## config.mk

```make
export PLATFORM = sky130hd
export DESIGN_NAME = cam_ram
export DESIGN_NICKNAME = d
export VERILOG_FILES = /design/src/rtl/cam_ram.sv
export SDC_FILE = /design/constraint.sdc
export NUM_CORES = 2
export LEC_CHECK = 0
export ABC_AREA = 1
export ABC_CLOCK_PERIOD_IN_PS = 5300
export CORE_UTILIZATION = 39
export DETAILED_ROUTE_END_ITERATION = 16
export DONT_BUFFER_PORTS = 1
export GPL_TIMING_DRIVEN = 0
export PLACE_DENSITY_LB_ADDON = 0.25
export SYNTH_ARGS = -nofsm -noshare
export SYNTH_HDL_FRONTEND = slang
export SYNTH_SLANG_ARGS = --single-unit
```

## constraint.sdc

```tcl
create_clock -name clk -period 5.3 [get_ports clk]
set_input_delay 0 -clock clk [delete_from_list [all_inputs] [get_ports clk]]
set_output_delay 0 -clock clk [all_outputs]
set_load 0.1 [all_outputs]
```

## src/rtl/cam_ram.sv

```systemverilog
// ----------------------------------------------------------------------------
// Generic RAM
// Single write port, single read port with registered read data.
// ----------------------------------------------------------------------------
module cam_ram #(
  parameter int WIDTH = 64,
  parameter int DEPTH = 34
) (
  input  logic                     clk,
  input  logic                     we,
  input  logic [$clog2(DEPTH)-1:0] waddr,
  input  logic [WIDTH-1:0]         wdata,
  input  logic [$clog2(DEPTH)-1:0] raddr,
  output logic [WIDTH-1:0]         rdata
);

  logic [WIDTH-1:0] mem_r [DEPTH];
  logic [WIDTH-1:0] rdata_r;

  always_ff @(posedge clk) begin
    if (we) begin
      mem_r[waddr] <= wdata;
    end
    rdata_r <= mem_r[raddr];
  end

  assign rdata = rdata_r;

endmodule

```

==> summary.txt <==
Outcome
  – Status: finished with violations
  – Failing checks: capacitance limit, slew limit

STA
  – Hold Fails Final Rpt: 0
  – Fin crit period: between 2 and 3 ns
  – RSZ-0062 raised after global routing: false
  – Layout Skew: between 0.04 and 0.05 ns
  – Final worst-path cycle share: 0.553
  – Rel. slew slack: -0.0534
  – Worst Max-Slew Pin Slew: around 1.6 ns
  – Hold Slack: approximately 0.035 ns
  – Fmax: between 300 and 400 MHz
  – Slew Limit Fails: 32
  – Setup violators final: 0

Cells and area
  – Synth-to-Final Area Change: 17.8%
  – Fraction of layout cells with a size suffix above 1: 0.109
  – Commonest cells after routing, fill and taps aside: nand2_1, edfxtp_1, nand3_1
  – Commonest non-fill, non-tap cell in the layout: nand2_1
  – Finished Cell Area: just over 100000 um^2
  – Layout Nets: 7705

Global route
  – Vias in the first global route: ~57k
  – Antenna violations before repair: 29
  – Global-route wire length before repair: 437 mm
  – GR Overflow Total: 0
  – Largest net degree at the start of global routing: 35
  – Total GRT Usage: 0.271

CTS
  – Worst skew pair latency: roughly 0.89 ns
  – Number of gates resized after cts: 0
  – Hold Buf Count CTS: 148
  – CTS clock-pin slew for the worst setup and hold paths: 0.06 ns
  – TritonCTS clock tree: yes
  – CTS max path bufs: 3
  – CTS H-tree depth: 4
  – Clock Sinks: ~2.2k
  – CTS Buf Count: 225
  – Clock root buffer: clkbuf_16
  – Post-CTS Setup Bufs: 0

Placed design
  – IO buf count: 0
  – Routability cong.: about 0.87
  – HPWL after DPL: ~210 mm
  – Placement Cell Area: approximately 94000 um^2

Route
  – Vias per cell: ~5.6
  – Antenna Violating Nets Remaining: 0
  – Total wire length: between 300 and 400 mm
  – # DRC: 0
  – Via count: between 60k and 70k
  – Initial drt markers: roughly 8.8k
  – Wire length per cell: 29.0 um
  – TritonRoute pass-1 iters: 8

Floorplanning
  – Initial Util: 0.392
  – Site Rows: ~170
  – Die area: between 200000 and 250000 um^2
  – Horiz. Die Dim: 477 um
  – Io pins: between 100 and 150
  – Die Y: ~480 um
  – Core area: 225000 um^2

Worst setup path
  – Worst path most repeated cell: buf_6
  – Reg2reg start: mem_r[7][1]$_DFFE_PP_
  – Startpoint Class: primary input
  – Crit path buffers/inverters: 7
  – Crit path arrival time: 3.51 ns
  – Critical path class: primary input to flip-flop
  – Family with the most delay on the worst path: buffers and inverters
  – CP Max Fanout: 9
  – Worst r2r dst: rdata[1]$_DFF_P_
  – R2R setup slack: around 3.7 ns
  – CP Capture Type: flip-flop
  – FF-to-FF path depth: 8
  – CP Cell Sequence: dlygate4sd3_1 -> inv_1 -> nand3_1 -> dlygate4sd3_1 -> nor3_2 -> buf_6 -> buf_6 -> buf_6 -> buf_6
  – Critical path's largest stage delay: between 0.7 and 0.8 ns
  – Slowest library cell on the worst path: nor3_2
  – Required @ worst endpoint: a little under 6 ns

Logic synthesis
  – Avg Cell Area, Syn: ~12 um^2
  – Mapped Cells: 7143
  – Seq cells post-synth: ~2.2k
  – Unique masters post-synth: 16
  – Sequential area share after synthesis: 0.757
  – Synthesized area: 88100 um^2
  – Syn nets: just over 7k
  – Synth warn: 0

Power
  – Post-layout power: roughly 0.04 W
  – Leakage: between 30 and 40 nW
  – Maximum VDD drop: slightly below 400 uV
  – Pwr dens: 374 nW/um^2

Worst hold path
  – Hold Crit Endpoint: mem_r[17][36]$_DFFE_PP_
  – Hold Path Depth: 2
  – Hold Path Class: primary input to flip-flop
  – Worst Min Path Start: wdata[36]

Job
  – Max_cap viols: 4
area by class of cell:
cell class	instances	area (um^2)
well taps	2992	3740
clock buffers	312	6180
inverters	11	43.8
plain buffers	466	2330
fillers	20100	121000
multi-input cells	4426	19300
repair buffers	257	4160
flip-flops and latches	2240	66600
clock inverters	112	1300
diodes	17	42.5
worst max path at each step:
stage / start / to / slack (ns) / depth (start not counted)
after detailed placement: raddr[1] / rdata[1]$_DFF_P_ / 2.46 / 10
after floorplan: waddr[0] / mem_r[32][0]$_DFFE_PP_ / 0.06 / 3
after CTS: waddr[2] / mem_r[33][37]$_DFFE_PP_ / 2.49 / 9
final: waddr[2] / mem_r[33][41]$_DFFE_PP_ / 2.37 / 9
after global placement: waddr[0] / mem_r[32][40]$_DFFE_PP_ / -6.10 / 3
after global routing: waddr[2] / mem_r[33][37]$_DFFE_PP_ / 2.37 / 9
worst reg2reg max path: stages (launching register included):
cell and delay [ns]:
edfxtp_1 0.37, nand2_1 0.07, nand3_1 0.08, nand3_1 0.15
nand3_1 0.12, nand3_1 0.26, nand2_1 0.08, nand2_1 0.07
nand2_1 0.20
power by group:
group          switching (W)  leakage (nW)  internal (W)
sequential          0.000413          20.1        0.0196
clock                0.00703          3.65       0.00919
combinational        0.00200          12.9      0.000651
sequential cells by signal, summed over array words and instances (netlist names):
| name | cells |
|---|---|
| mem_r | 2176 |
| rdata | 64 |
metal layers:
metal,vias up,share of wire,global-route usage
met1,30200,0.39,0.370
met4,18,0.050,0.127
met3,702,0.11,0.0579
met5,-,0.00034,0
met2,3762,0.45,0.413
li1,26400,-,-
Yosys cell counts, drive strengths merged:
cell	count	area share
buf	367	0.022
clkbuf	99	0.0042
dfxtp	64	0.015
edfxtp	2176	0.74
inv	11	0.00050
nand2	2290	0.098
nand3	1906	0.11
nand3b	1	0.000085
nor2	163	0.0069
nor3	2	0.00011
o21ai	64	0.0036
per-stage QoR:
step	worst slack [ns]	utilization	TNS, ns	std cells
after floorplan	0.0562	-	0	7143
after global placement	-6.10	0.409	-4682.25	10100
after detailed placement	2.46	0.419	0	10200
after CTS	2.49	0.462	0	10800
after global routing	2.37	0.462	0	10800
final	2.37	0.462	0	10800
kinds of logic after synthesis:
| family | share of synthesized area |
|---|---|
| simple gates | 0.213 |
| flops | 0.757 |
| buf+inv | 0.0267 |
| compound gates | 0.00364 |
Power figures use the tool's default switching activity.
